## src/sv/dsms_pkg.sv

```systemverilog
// ----------------------------------------------------------------------------
// dsms_pkg
// Shared types and constants of the dynamic sequence max-subarray block:
// item payloads, command codes, result codes and cell control.
// ----------------------------------------------------------------------------
package dsms_pkg;

  // Default number of stored elements
  localparam int unsigned DEF_CAPACITY = 1024;

  // Fixed field widths
  localparam int unsigned KIND_W    = 2;
  localparam int unsigned POS_W     = 11;
  localparam int unsigned OPND_W    = 16;
  localparam int unsigned SUM_OUT_W = 26;
  localparam int unsigned STATUS_W  = 2;

  typedef enum logic [KIND_W-1:0] {
    KIND_INSERT  = 2'd0,
    KIND_DELETE  = 2'd1,
    KIND_REPLACE = 2'd2,
    KIND_QUERY   = 2'd3
  } kind_e;

  typedef enum logic [STATUS_W-1:0] {
    STATUS_OK      = 2'd0,
    STATUS_BAD_POS = 2'd1,
    STATUS_FULL    = 2'd2
  } status_e;

  // Input item
  typedef struct packed {
    kind_e                     kind;
    logic [POS_W-1:0]          position;
    logic signed [OPND_W-1:0]  operand;
  } dsms_in_t;

  // Result item
  typedef struct packed {
    logic signed [SUM_OUT_W-1:0] best_sum;
    status_e                     status;
  } dsms_out_t;

  // Per-cycle command broadcast along the row of cells
  typedef enum logic [2:0] {
    CELL_HOLD   = 3'd0,
    CELL_INSERT = 3'd1,
    CELL_DELETE = 3'd2,
    CELL_WRITE  = 3'd3,
    CELL_ROTATE = 3'd4
  } cell_op_e;

  typedef struct packed {
    cell_op_e                 op;
    logic signed [OPND_W-1:0] value;
  } cell_cmd_t;

  // Control of the running max-subarray accumulator
  typedef struct packed {
    logic en;     // element at the head is inside the range
    logic first;  // element at the head opens the range
  } scan_ctl_t;

endpackage

```

## src/sv/dsms_scan.sv

```systemverilog
// ----------------------------------------------------------------------------
// dsms_scan
// Running max-subarray accumulator. Takes one element per cycle from the
// head of the cell row and keeps the best run sum, saturated on output.
// ----------------------------------------------------------------------------
module dsms_scan #(
  parameter int unsigned SUM_W = 27
) (
  input  logic                                 clk_i,
  input  dsms_pkg::scan_ctl_t                  ctl_i,
  input  logic signed [dsms_pkg::OPND_W-1:0]    value_i,
  output logic signed [dsms_pkg::SUM_OUT_W-1:0] best_o
);
  import dsms_pkg::*;

  logic signed [SUM_W-1:0] run_q, run_d;
  logic signed [SUM_W-1:0] best_q, best_d;
  logic signed [SUM_W-1:0] value_ext;

  assign value_ext = SUM_W'(value_i);

  // Extend or restart the current run, then track the best
  always_comb begin
    run_d  = run_q;
    best_d = best_q;
    if (ctl_i.en) begin
      if (ctl_i.first) begin
        run_d  = value_ext;
        best_d = value_ext;
      end else begin
        run_d  = (run_q > 0) ? run_q + value_ext : value_ext;
        best_d = (run_d > best_q) ? run_d : best_q;
      end
    end
  end

  always_ff @(posedge clk_i) begin
    run_q  <= run_d;
    best_q <= best_d;
  end

  // Clamp to the result width
  if (SUM_W > SUM_OUT_W) begin : g_sat
    localparam logic signed [SUM_W-1:0] HI = SUM_W'((2 ** (SUM_OUT_W - 1)) - 1);
    localparam logic signed [SUM_W-1:0] LO = -HI - SUM_W'(1);
    always_comb begin
      if (best_q > HI) begin
        best_o = SUM_OUT_W'(HI);
      end else if (best_q < LO) begin
        best_o = SUM_OUT_W'(LO);
      end else begin
        best_o = SUM_OUT_W'(best_q);
      end
    end
  end else begin : g_ext
    assign best_o = SUM_OUT_W'(best_q);
  end

endmodule

```

## config.mk

```make
export PLATFORM = sky130hd
export DESIGN_NAME = dsms_scan
export DESIGN_NICKNAME = d
export VERILOG_FILES = /design/src/sv/dsms_pkg.sv /design/src/sv/dsms_scan.sv
export SDC_FILE = /design/constraint.sdc
export NUM_CORES = 1
export LEC_CHECK = 0
export ABC_CLOCK_PERIOD_IN_PS = 12300
export BUFFER_PORTS_ARGS = -buffer_cell sky130_fd_sc_hd__buf_4
export CAP_MARGIN = 20
export CORE_MARGIN = 2
export CORE_UTILIZATION = 40
export CTS_CLUSTER_DIAMETER = 50
export DETAILED_ROUTE_END_ITERATION = 7
export GPL_TIMING_DRIVEN = 0
export PLACE_DENSITY = 0.59
export SKIP_LAST_GASP = 1
export SLEW_MARGIN = 20
export SYNTH_ARGS = -nofsm -noshare
export SYNTH_HDL_FRONTEND = slang
export SYNTH_SLANG_ARGS = --single-unit
```

## constraint.sdc

```tcl
create_clock -name clk_i -period 12.3 [get_ports clk_i]
set_input_delay 1.23 -clock clk_i [delete_from_list [all_inputs] [get_ports clk_i]]
set_output_delay 1.23 -clock clk_i [all_outputs]
set_load 0.02 [all_outputs]
```

==> results.tsv <==
stage	metric	value	unit
grt	grt_pass1_vias	4061	
logic_synthesis	synth_cell_type_count	60	
grt	antenna_found_initial	0	
min_path	hp-class	flip-flop to flip-flop	
floorplan	ios	45	
sta	tightest_slew	0.873	ns
placement	routabilityCongestion	0.959	
grt	grt_overflow_total	0	
critical_path	cp.arrival	5.99	ns
outcome	status	finished, final reports clean	
logic_synthesis	synthArstFlopShare	0	
clock_tree	cts_tree	yes	
sta	fin_tns_setup	0	ns
placement	port_buffers	44	
final_layout	finalNetCount	671	
clock_tree	clkSinkCount	54	
clock_tree	clk_pin_slew_worst_paths	0.07	ns
final_layout	fill_cells	1183	
route	drt_iter0_markers	216	
logic_synthesis	yosysMostFrequentCell	nand2_1	
grt	grt_use_total	0.216	
clock_tree	clk_path_buf_depth	2	
logic_synthesis	synth_area_per_cell	8.82	sq um
logic_synthesis	synthCells	547	
pwr	finalPower	771	uW
critical_path	crit_slowest_cell	o211a_2	
clock_tree	cts_root_buffer	clkbuf_16	
floorplan	initial_core_util	0.405	
logic_synthesis	synth-edff-count	54	
sta	drv_slew	0	
critical_path	critPathLaunchType	input pin	
route	route.detailed.drc	0	
pwr	power_density	141	mW/mm^2
sta	finalCriticalPeriod	6.06	ns
min_path	worstHoldStart	run_q[0]	
final_layout	drive_gt1_frac	0.137	
placement	dpl.hpwl	10.5	mm
critical_path	setup.worst_path.start	value_i[0]	
critical_path	path_cells	buf_4 -> ha_1 -> fa_1 -> a21o_1 -> a221oi_2 -> o31ai_4 -> o21ai_2 -> a31oi_4 -> xnor2_2 -> a21oi_1 -> ha_1 -> nand4_1 -> nor4_1 -> nand3_1 -> o21ai_0 -> xnor2_1 -> o211a_2	
pwr	ir_worst_vdd	0.0000559	V
grt	grt_start_max_net_pins	29	
sta	fin_ws	6.24	ns
sta	timing.final.hold_violations	0	
critical_path	path_class	input pin to flip-flop	
clock_tree	hold_buffers	0	
clock_tree	cts_resized	0	
logic_synthesis	seq_area_frac_synth	0.336	
critical_path	critPathMostFrequentCell	ha_1	
sta	maxSlewHeadroom	0.418	
route	wire_per_inst	18.6	um
route	drtPass1Iterations	5	
job	cap_violations	0	
logic_synthesis	synth_top_area_frac	0.336	
logic_synthesis	synth_top_cell_by_area	edfxtp_1	
critical_path	worstPathRequired	12.23	ns
critical_path	endpoint_kind	flip-flop	
clock_tree	cts_buffers	5	
floorplan	die_area	0.0129	sq mm
clock_tree	h-tree-depth	2	
logic_synthesis	synth_nets	620	
critical_path	cp_max_fo	27	
sta	rsz0062_at_grt	false	
logic_synthesis	synthTopCellsByArea	edfxtp_1, ha_1, nand2_1	
logic_synthesis	syn-cell-area	0.00482	sq mm
route	avgViaCountPerCell	5.74	
final_layout	finish.utilization	0.460	
floorplan	num_rows	40	
final_layout	num_antenna_cells	0	
sta	finClkSkew	0.00862	ns
sta	fmax	0.165	GHz
floorplan	core_area	0.0119	sq mm
clock_tree	clkLatencyLatePin	0.30	ns
floorplan	die_h	114	um
route	wirelength	13.9	mm
grt	grt_pass1_wl	21.8	mm
placement	pre_cts_slack	5.88	ns
route	antenna_left	0	
sta	fin_crit_sh	0.492	
clock_tree	post_cts_buffers	0	
logic_synthesis	ys_seq_elements	54	
critical_path	cp_slowest_stage_delay	0.76	ns
logic_synthesis	ys_warn_count	0	
logic_synthesis	netlist_top_cells_count	nand2_1, nor2_1, edfxtp_1, ha_1, a21oi_1	
critical_path	r2r-start	run_q[0]	
route	num_vias	4285	
pwr	p_leak	2.32	nW
floorplan	die_w	114	um
logic_synthesis	ys.flop_type	edfxtp_1	
critical_path	reg2reg_slack	6.87	ns
final_layout	syn_to_final_growth	13.6	%
sta	setup_violations	0	
==> path summary, 6_finish.rpt <==
kind | to | cells past startpoint
worst min register to register | best_q[0] | 3
worst max register to register | best_q[21] | 16
worst min-delay path | best_q[0] | 3
worst max-delay path | best_q[21] | 17
==> report_power, final <==
part           leakage, nW  switching, mW  internal [mW]  total (mW)
combinational         1.72          0.227          0.144       0.372
clock               0.0672         0.0672         0.0746       0.142
sequential           0.526         0.0175          0.240       0.257
total                 2.32          0.312          0.459       0.771
==> critical path, delay by kind of cell <==
kind	cells	cell delay, ns
buffers and inverters	1	0.12
AOI/OAI and AO/OA	8	2.53
and+or+nand+nor	3	0.77
xor gates and xnor gates	2	0.32
adders and majority gates	3	0.99
==> state kept, by name (all words and copies together) (netlist names) <==
name / flops
best_q: 27
run_q: 27
==> logic make-up (layout without fill, tap and decap cells) <==
family / Yosys count / after routing / synth area share
and+or+nand+nor: 203 / 203 / 0.182
DFF: 54 / 54 / 0.336
AOI/OAI and AO/OA: 134 / 134 / 0.201
muxes: 14 / 14 / 0.0317
xor gates and xnor gates: 21 / 21 / 0.0397
adders and majority gates: 64 / 64 / 0.162
buffers and inverters: 57 / 109 / 0.0462
==> stage by stage <==
stage          instances  area, sq um  hold WS, ns
2_1_floorplan        547         4820        0.659
3_3_place_gp         738         5340        0.720
3_5_place_dp         738         5340        0.751
4_1_cts              746         5480        0.771
5_1_grt              746         5480        0.791
6_report             746         5480        0.776
==> layer usage <==
metal / up-vias / wire length [um] / global-route usage
li1: 2116 / - / -
met4: 0 / 371 / 0.0756
met1: 2002 / 6650 / 0.307
met2: 141 / 6080 / 0.336
met3: 26 / 772 / 0.0345
met5: - / 0 / 0
==> cell type report <==
type	count	area, sq um	share of cell area
Buffer	27	110	0.0201
Clock buffer	5	125	0.0228
Clock inverter	3	16.3	0.00297
Inverter	30	113	0.0206
Multi-Input combinational cell	436	2980	0.544
Tap cell	147	184	0.0336
Timing Repair Buffer	44	330	0.0603
Sequential cell	54	1620	0.296
==> cell usage in the layout, fill, tap and decap left out, drive strengths merged, types with 4 or more instances in the layout <==
master | netlist | layout
nor4 | 8 | 8
xnor2 | 17 | 17
o21ai | 27 | 27
xor2 | 4 | 4
a21oi | 36 | 36
mux2i | 4 | 4
a211oi | 6 | 6
nor2 | 69 | 69
inv | 30 | 30
a31oi | 5 | 5
o31ai | 8 | 8
a211o | 5 | 5
mux2 | 10 | 10
nand4 | 13 | 13
buf | 8 | 52
ha | 53 | 53
nor3 | 8 | 8
maj3 | 10 | 10
nand3 | 13 | 13
o311ai | 6 | 6
a21o | 14 | 14
edfxtp | 54 | 54
clkbuf | 19 | 24
nand2 | 78 | 78
nor2b | 4 | 4
Power figures use the tool's default switching activity.
