## config.mk

```make
export PLATFORM = sky130hd
export DESIGN_NAME = dsms_cell
export DESIGN_NICKNAME = d
export VERILOG_FILES = /design/src/sv/dsms_pkg.sv /design/src/sv/dsms_cell.sv
export SDC_FILE = /design/constraint.sdc
export NUM_CORES = 1
export LEC_CHECK = 0
export ABC_AREA = 1
export CAP_MARGIN = 10
export CORE_MARGIN = 8
export CORE_UTILIZATION = 45
export CTS_CLUSTER_SIZE = 8
export DETAILED_ROUTE_END_ITERATION = 12
export DONT_BUFFER_PORTS = 1
export HOLD_SLACK_MARGIN = 0.08
export SKIP_CTS_REPAIR_TIMING = 1
export SYNTH_ARGS = -nofsm -noshare
export SYNTH_HDL_FRONTEND = slang
export SYNTH_SLANG_ARGS = --single-unit
```

## constraint.sdc

```tcl
create_clock -name clk_i -period 2.9 [get_ports clk_i]
set_input_delay 0.435 -clock clk_i [delete_from_list [all_inputs] [get_ports clk_i]]
set_output_delay 0.435 -clock clk_i [all_outputs]
set_load 0.02 [all_outputs]
```

## src/sv/dsms_pkg.sv

```systemverilog
// ----------------------------------------------------------------------------
// dsms_pkg
// Shared types and constants of the dynamic sequence max-subarray block:
// item payloads, command codes, result codes and cell control.
// ----------------------------------------------------------------------------
package dsms_pkg;

  // Default number of stored elements
  localparam int unsigned DEF_CAPACITY = 1024;

  // Fixed field widths
  localparam int unsigned KIND_W    = 2;
  localparam int unsigned POS_W     = 11;
  localparam int unsigned OPND_W    = 16;
  localparam int unsigned SUM_OUT_W = 26;
  localparam int unsigned STATUS_W  = 2;

  typedef enum logic [KIND_W-1:0] {
    KIND_INSERT  = 2'd0,
    KIND_DELETE  = 2'd1,
    KIND_REPLACE = 2'd2,
    KIND_QUERY   = 2'd3
  } kind_e;

  typedef enum logic [STATUS_W-1:0] {
    STATUS_OK      = 2'd0,
    STATUS_BAD_POS = 2'd1,
    STATUS_FULL    = 2'd2
  } status_e;

  // Input item
  typedef struct packed {
    kind_e                     kind;
    logic [POS_W-1:0]          position;
    logic signed [OPND_W-1:0]  operand;
  } dsms_in_t;

  // Result item
  typedef struct packed {
    logic signed [SUM_OUT_W-1:0] best_sum;
    status_e                     status;
  } dsms_out_t;

  // Per-cycle command broadcast along the row of cells
  typedef enum logic [2:0] {
    CELL_HOLD   = 3'd0,
    CELL_INSERT = 3'd1,
    CELL_DELETE = 3'd2,
    CELL_WRITE  = 3'd3,
    CELL_ROTATE = 3'd4
  } cell_op_e;

  typedef struct packed {
    cell_op_e                 op;
    logic signed [OPND_W-1:0] value;
  } cell_cmd_t;

  // Control of the running max-subarray accumulator
  typedef struct packed {
    logic en;     // element at the head is inside the range
    logic first;  // element at the head opens the range
  } scan_ctl_t;

endpackage

```

## src/sv/dsms_cell.sv

```systemverilog
// ----------------------------------------------------------------------------
// dsms_cell
// One storage cell of the element row. Holds one element and takes its
// neighbor's value to shift, or the broadcast value to write.
// ----------------------------------------------------------------------------
module dsms_cell #(
  parameter int unsigned IDX_W = 10,
  parameter int unsigned INDEX = 0
) (
  input  logic                              clk_i,
  input  dsms_pkg::cell_cmd_t               cmd_i,
  input  logic [IDX_W-1:0]                  idx_i,
  input  logic signed [dsms_pkg::OPND_W-1:0] left_i,
  input  logic signed [dsms_pkg::OPND_W-1:0] right_i,
  output logic signed [dsms_pkg::OPND_W-1:0] value_o
);
  import dsms_pkg::*;

  localparam logic [IDX_W-1:0] MY_IDX = IDX_W'(INDEX);

  logic signed [OPND_W-1:0] value_q, value_d;
  logic                     at_idx;
  logic                     past_idx;

  assign at_idx   = (idx_i == MY_IDX);
  assign past_idx = (MY_IDX > idx_i);

  // Pick the next element for this cell
  always_comb begin
    value_d = value_q;
    unique case (cmd_i.op)
      CELL_HOLD: value_d = value_q;
      CELL_INSERT: begin
        if (past_idx) begin
          value_d = left_i;
        end else if (at_idx) begin
          value_d = cmd_i.value;
        end
      end
      CELL_DELETE: begin
        if (at_idx || past_idx) begin
          value_d = right_i;
        end
      end
      CELL_WRITE: begin
        if (at_idx) begin
          value_d = cmd_i.value;
        end
      end
      CELL_ROTATE: value_d = right_i;
      default: value_d = value_q;
    endcase
  end

  // Hold the element
  always_ff @(posedge clk_i) begin
    value_q <= value_d;
  end

  assign value_o = value_q;

endmodule

```

==> results of run 1 <==
-- power breakdown --
group	internal [mW]	switching (mW)	total, mW
logic	0.0375	0.0589	0.0964
registers	0.289	0.0433	0.332
clock network	0.0481	0.0660	0.114
total	0.374	0.168	0.543
-- cell families after synthesis --
kind of cell,count (synthesis)
buffers and inverters,27
DFF,16
AOI/OAI and AO/OA,18
and+or+nand+nor,78
-- critical path, stage by stage --
cell and delay (ns):
nor2_2 0.12, inv_1 0.08, nor2_4 0.36, nand3_1 0.15
a21oi_2 0.41, buf_4 0.28
-- cell type report --
| type | count | area (um2) |
|---|---|---|
| tap | 30 | 37.54 |
| clock buffer | 3 | 22.52 |
| timing repair buffer | 2 | 15.01 |
| fill | 248 | 1262 |
| inverter | 21 | 81.33 |
| sequential | 16 | 480.5 |
| multi-input combinational | 96 | 555.5 |
-- routing by layer --
layer	track usage	part of all wire
met1	0.1410	0.39
met2	0.2246	0.51
met3	0.05034	0.094
met4	0.03467	0.0042
met5	0	0
-- cell usage after synthesis, drive strengths merged --
| cell type | n | share of area |
|---|---|---|
| nand3 | 34 | 0.19 |
| a21oi | 2 | 0.018 |
| nand2 | 35 | 0.12 |
| inv | 21 | 0.070 |
| o21bai | 16 | 0.10 |
| edfxtp | 16 | 0.41 |
| nor2 | 9 | 0.044 |
| buf | 6 | 0.041 |
-- final timing paths --
kind | slack [ns] | cells past startpoint | endpoint | from
worst max-delay path | 1.07 | 6 | value_o[1] | idx_i[5]
worst min-delay path | 0.34 | 2 | value_o[15] | right_i[15]
worst max register to register | 1.81 | 3 | value_o[0] | value_o[0]
worst min register to register | 0.84 | 3 | value_o[4] | value_o[4]
==> impl_metrics.ini, run 1 <==
[cells_and_area]
final_area_um2 = 1192
layout_common_cells = nand2_1 (34), nand3_1 (23), inv_1 (18)
fin_util = 0.4857
diodes = 0
drive_gt1_frac = 0.1957
final_nets = 202
final_common_cell = nand2_1
syn_to_final_growth_pct = 2.694
final_cells = 168
largest_register_ffs = 16

[drt]
vias = 935
drt-total-wl_mm = 2.889
antenna_left = 0
drtIter0Drc = 40
drc = 0
first_pass_iters = 4
wl_per_cell_um = 17.20
vias_per_cell = 5.565

[sta]
hold_viol_final = 0
fin_skew_ns = 0
final.setup.worst_slack_ns = 1.066
rsz0062_at_grt = false
maxSlewViolCount = 0
fmax_mhz = 545.1
hold_ws_ns = 0.3398
slew_headroom = 0.6589
tightest_slew_ns = 0.5106
tns_ns = 0
setup_viol = 0
fin_crit_sh = 0.6326
period_needed_ns = 1.834

[yosys]
synthesis.area_um2 = 1161
synthCells = 139
yosysUniqueCellTypes = 17
synth_xor_area_frac = 0
ys_ff_latch = 16
yosys.area_share.simple = 0.3534
yosys_warnings = 0
syn-num-nets = 201
synth_top_family_by_area = simple AND/OR/NAND/NOR gates
synth_adder_area_share = 0
yosys-mux-area-fraction = 0
synth_compound_area_frac = 0.1218
ys_seq_area_frac = 0.4138
syn_avg_cell_area_um2 = 8.353

[setup_path]
start_kind = primary input
crit_arrival_ns = 1.82
path_max_fanout = 17
cp-end-kind = flip-flop
worst_ep_required_time_ns = 2.89
worstSetupPathType = in -> reg

[placement]
finalWeightedCongestion = 0.7120
place_inst = 165
port_buffers = 0
dp_slack_ns = 0.7239
dpl-instance-area_um2 = 1170
dp_hpwl_mm = 2.108

[clocking]
cts.path.max_buffers = 2
clkTransAtPathRegs_ns = 0.09
clock_latency_ns = 0.27
cts_made_buffers = 3
h-tree-depth = 1
cts_sinks = 16
cts_root_buf = clkbuf_4
tritoncts = done

[die]
num_rows = 18
initial_core_util = 0.4730
die_w_um = 66.80
dieArea_um2 = 4462
pin_count = 78
core_um2 = 2455
die_h_um = 66.80

[run_status]
status = complete, no violations

[global_routing]
overflow = 0
grt_pass1_vias = 954
grt_max_degree = 18
antenna_found_initial = 0
grt_use_total = 0.1289
grt_pass1_wl_mm = 4.450

[pwr]
peakVddDrop_mv = 0.2888
p_total_mw = 0.5426
p_leak_nw = 0.5025
power-per-cell-area_nw_per_um2 = 455.0

[flow_run]
drv_cap = 0

[worst_hold_path]
hp-class = in -> reg
Power figures use the tool's default switching activity.
==> run 2, diff against run 1 <==
==> constraint.sdc (replaced) <==
create_clock -name clk_i -period 1.7 [get_ports clk_i]
set_input_delay 0.255 -clock clk_i [delete_from_list [all_inputs] [get_ports clk_i]]
set_output_delay 0.255 -clock clk_i [all_outputs]
set_load 0.02 [all_outputs]
==> run 2 against run 1 <==
Worst hold slack worse by 0.19 ns. Final cell count up 3.0%. Combinational power increased by 80%. Via count grew 2.2%. First-iteration DRC count grew 33%. Worst setup slack worse by 0.46 ns. Power up 76%. Critical path depth is 3 lower. Global-route usage increased by 0.82 points. Sequential cell count unchanged. Sequential power rose by 71%. Register-to-register slack worse by 1.2 ns. Critical endpoint is now value_o[13].
==> impl_metrics.ini, run 2 (synthesized netlist as in run 1, its figures left out) <==
[run_status]
status = complete, no violations

[drt]
drtIter0Drc = 53
drt-total-wl_mm = 3.112
antenna_left = 0
vias_per_cell = 5.526
wl_per_cell_um = 17.99
vias = 956
first_pass_iters = 6
drc = 0

[sta]
fin_skew_ns = 0
maxSlewViolCount = 0
final.setup.worst_slack_ns = 0.6067
hold_viol_final = 0
tightest_slew_ns = 0.3669
rsz0062_at_grt = false
tns_ns = 0
period_needed_ns = 1.093
fmax_mhz = 914.6
setup_viol = 0
slew_headroom = 0.7551
fin_crit_sh = 0.6431
hold_ws_ns = 0.1459

[clocking]
clkTransAtPathRegs_ns = 0.10
clock_latency_ns = 0.28
cts.path.max_buffers = 2
cts_root_buf = clkbuf_4
cts_made_buffers = 3
tritoncts = done
cts_sinks = 16
h-tree-depth = 1

[global_routing]
met2_usage = 0.2294
gr-usage-met1 = 0.1526
overflow = 0
grt_busiest_layer = met2
use_met3 = 0.05034
grt_max_degree = 17
grt_pass1_wl_mm = 4.719
grt_use_total = 0.1371
grt_pass1_vias = 990
antenna_found_initial = 0

[setup_path]
start_kind = flip-flop
worstSetupPathType = reg -> reg
reg2reg_from = value_o[13]
crit_end = value_o[13]
crit_arrival_ns = 1.15
critPathSlowestCell = edfxtp_1
critPathBufInv = 0
worstPathCellList = o21bai_1, nand3_2, nand2_1
worst_ep_required_time_ns = 1.76
reg2reg_depth = 3
crit_family = flip-flops
reg2reg_to = value_o[13]
cp-end-kind = flip-flop
path_max_fanout = 2
cp-startpoint = value_o[13]
reg2reg_slack_ns = 0.61
max_stage_delay_ns = 0.51
cp.depth = 3

[placement]
dpl-instance-area_um2 = 1207
dp_slack_ns = 0.3451
port_buffers = 0
dp_hpwl_mm = 2.350
finalWeightedCongestion = 0.7049
place_inst = 169

[pwr]
power-per-cell-area_nw_per_um2 = 774.2
p_leak_nw = 0.5250
peakVddDrop_mv = 0.4722

[die]
dieArea_um2 = 4462
initial_core_util = 0.4730
die_h_um = 66.80
core_um2 = 2455
pin_count = 78
die_w_um = 66.80
num_rows = 18

[cells_and_area]
final_cells = 173
layout_common_cells = nand2_1 (34), nand3_1 (23), inv_1 (18)
final_area_um2 = 1234
fillers = 256
drive_gt1_frac = 0.2168
largest_register_ffs = 16
syn_to_final_growth_pct = 6.250
final_nets = 206
diodes = 0
final_common_cell = nand2_1

[worst_hold_path]
hp-class = in -> reg
min_from = right_i[13]

[flow_run]
drv_cap = 0
==> run 2: changes by cell type in the layout (fill, tap and decap cells not counted) <==
cell      delta
buf_4        +4
a21oi_2      -1
a21oi_4      +1
clkinv_1     +1
==> run 2: metal layers <==
layer | vias up | share of wire
li1 | 466 | -
met1 | 446 | 0.39
met2 | 40 | 0.50
met3 | 4 | 0.094
met4 | 0 | 0.010
met5 | - | 0
==> run 2: through the flow <==
stage                     total power [mW]  utilization
after floorplan                     0.7101            -
after global placement              0.7442       0.4918
after detailed placement            0.7537       0.4918
after CTS                           0.9639       0.5025
after global routing                 1.005       0.5025
final                               0.9551       0.5025
==> run 2: worst reg2reg max path, cell delays in order, from the launching register on <==
cell and delay (ns):
edfxtp_1 0.51, o21bai_1 0.22, nand3_2 0.08, nand2_1 0.05
==> run 2: report_power, final <==
group          switching [mW]  leakage [nW]  internal [mW]
clock                   0.129        0.0154         0.0853
combinational           0.103         0.352         0.0706
sequential             0.0745         0.158          0.493
==> run 2: worst min-delay path by stage <==
stage | endpoint | cells past startpoint | slack, ns
after floorplan | value_o[10] | 2 | 0.44
after global placement | value_o[13] | 2 | 0.44
after detailed placement | value_o[6] | 2 | 0.45
after CTS | value_o[4] | 2 | 0.14
after global routing | value_o[1] | 2 | 0.13
final | value_o[13] | 2 | 0.15
==> run 2: cell type report <==
class,instances,area [um2],area share
Timing Repair Buffer,6,45.04,0.03651
Sequential cell,16,480.5,0.3895
Inverter,21,81.33,0.06592
Multi-Input combinational cell,96,563.0,0.4564
Tap cell,30,37.54,0.03043
Clock inverter,1,3.754,0.003043
Clock buffer,3,22.52,0.01826
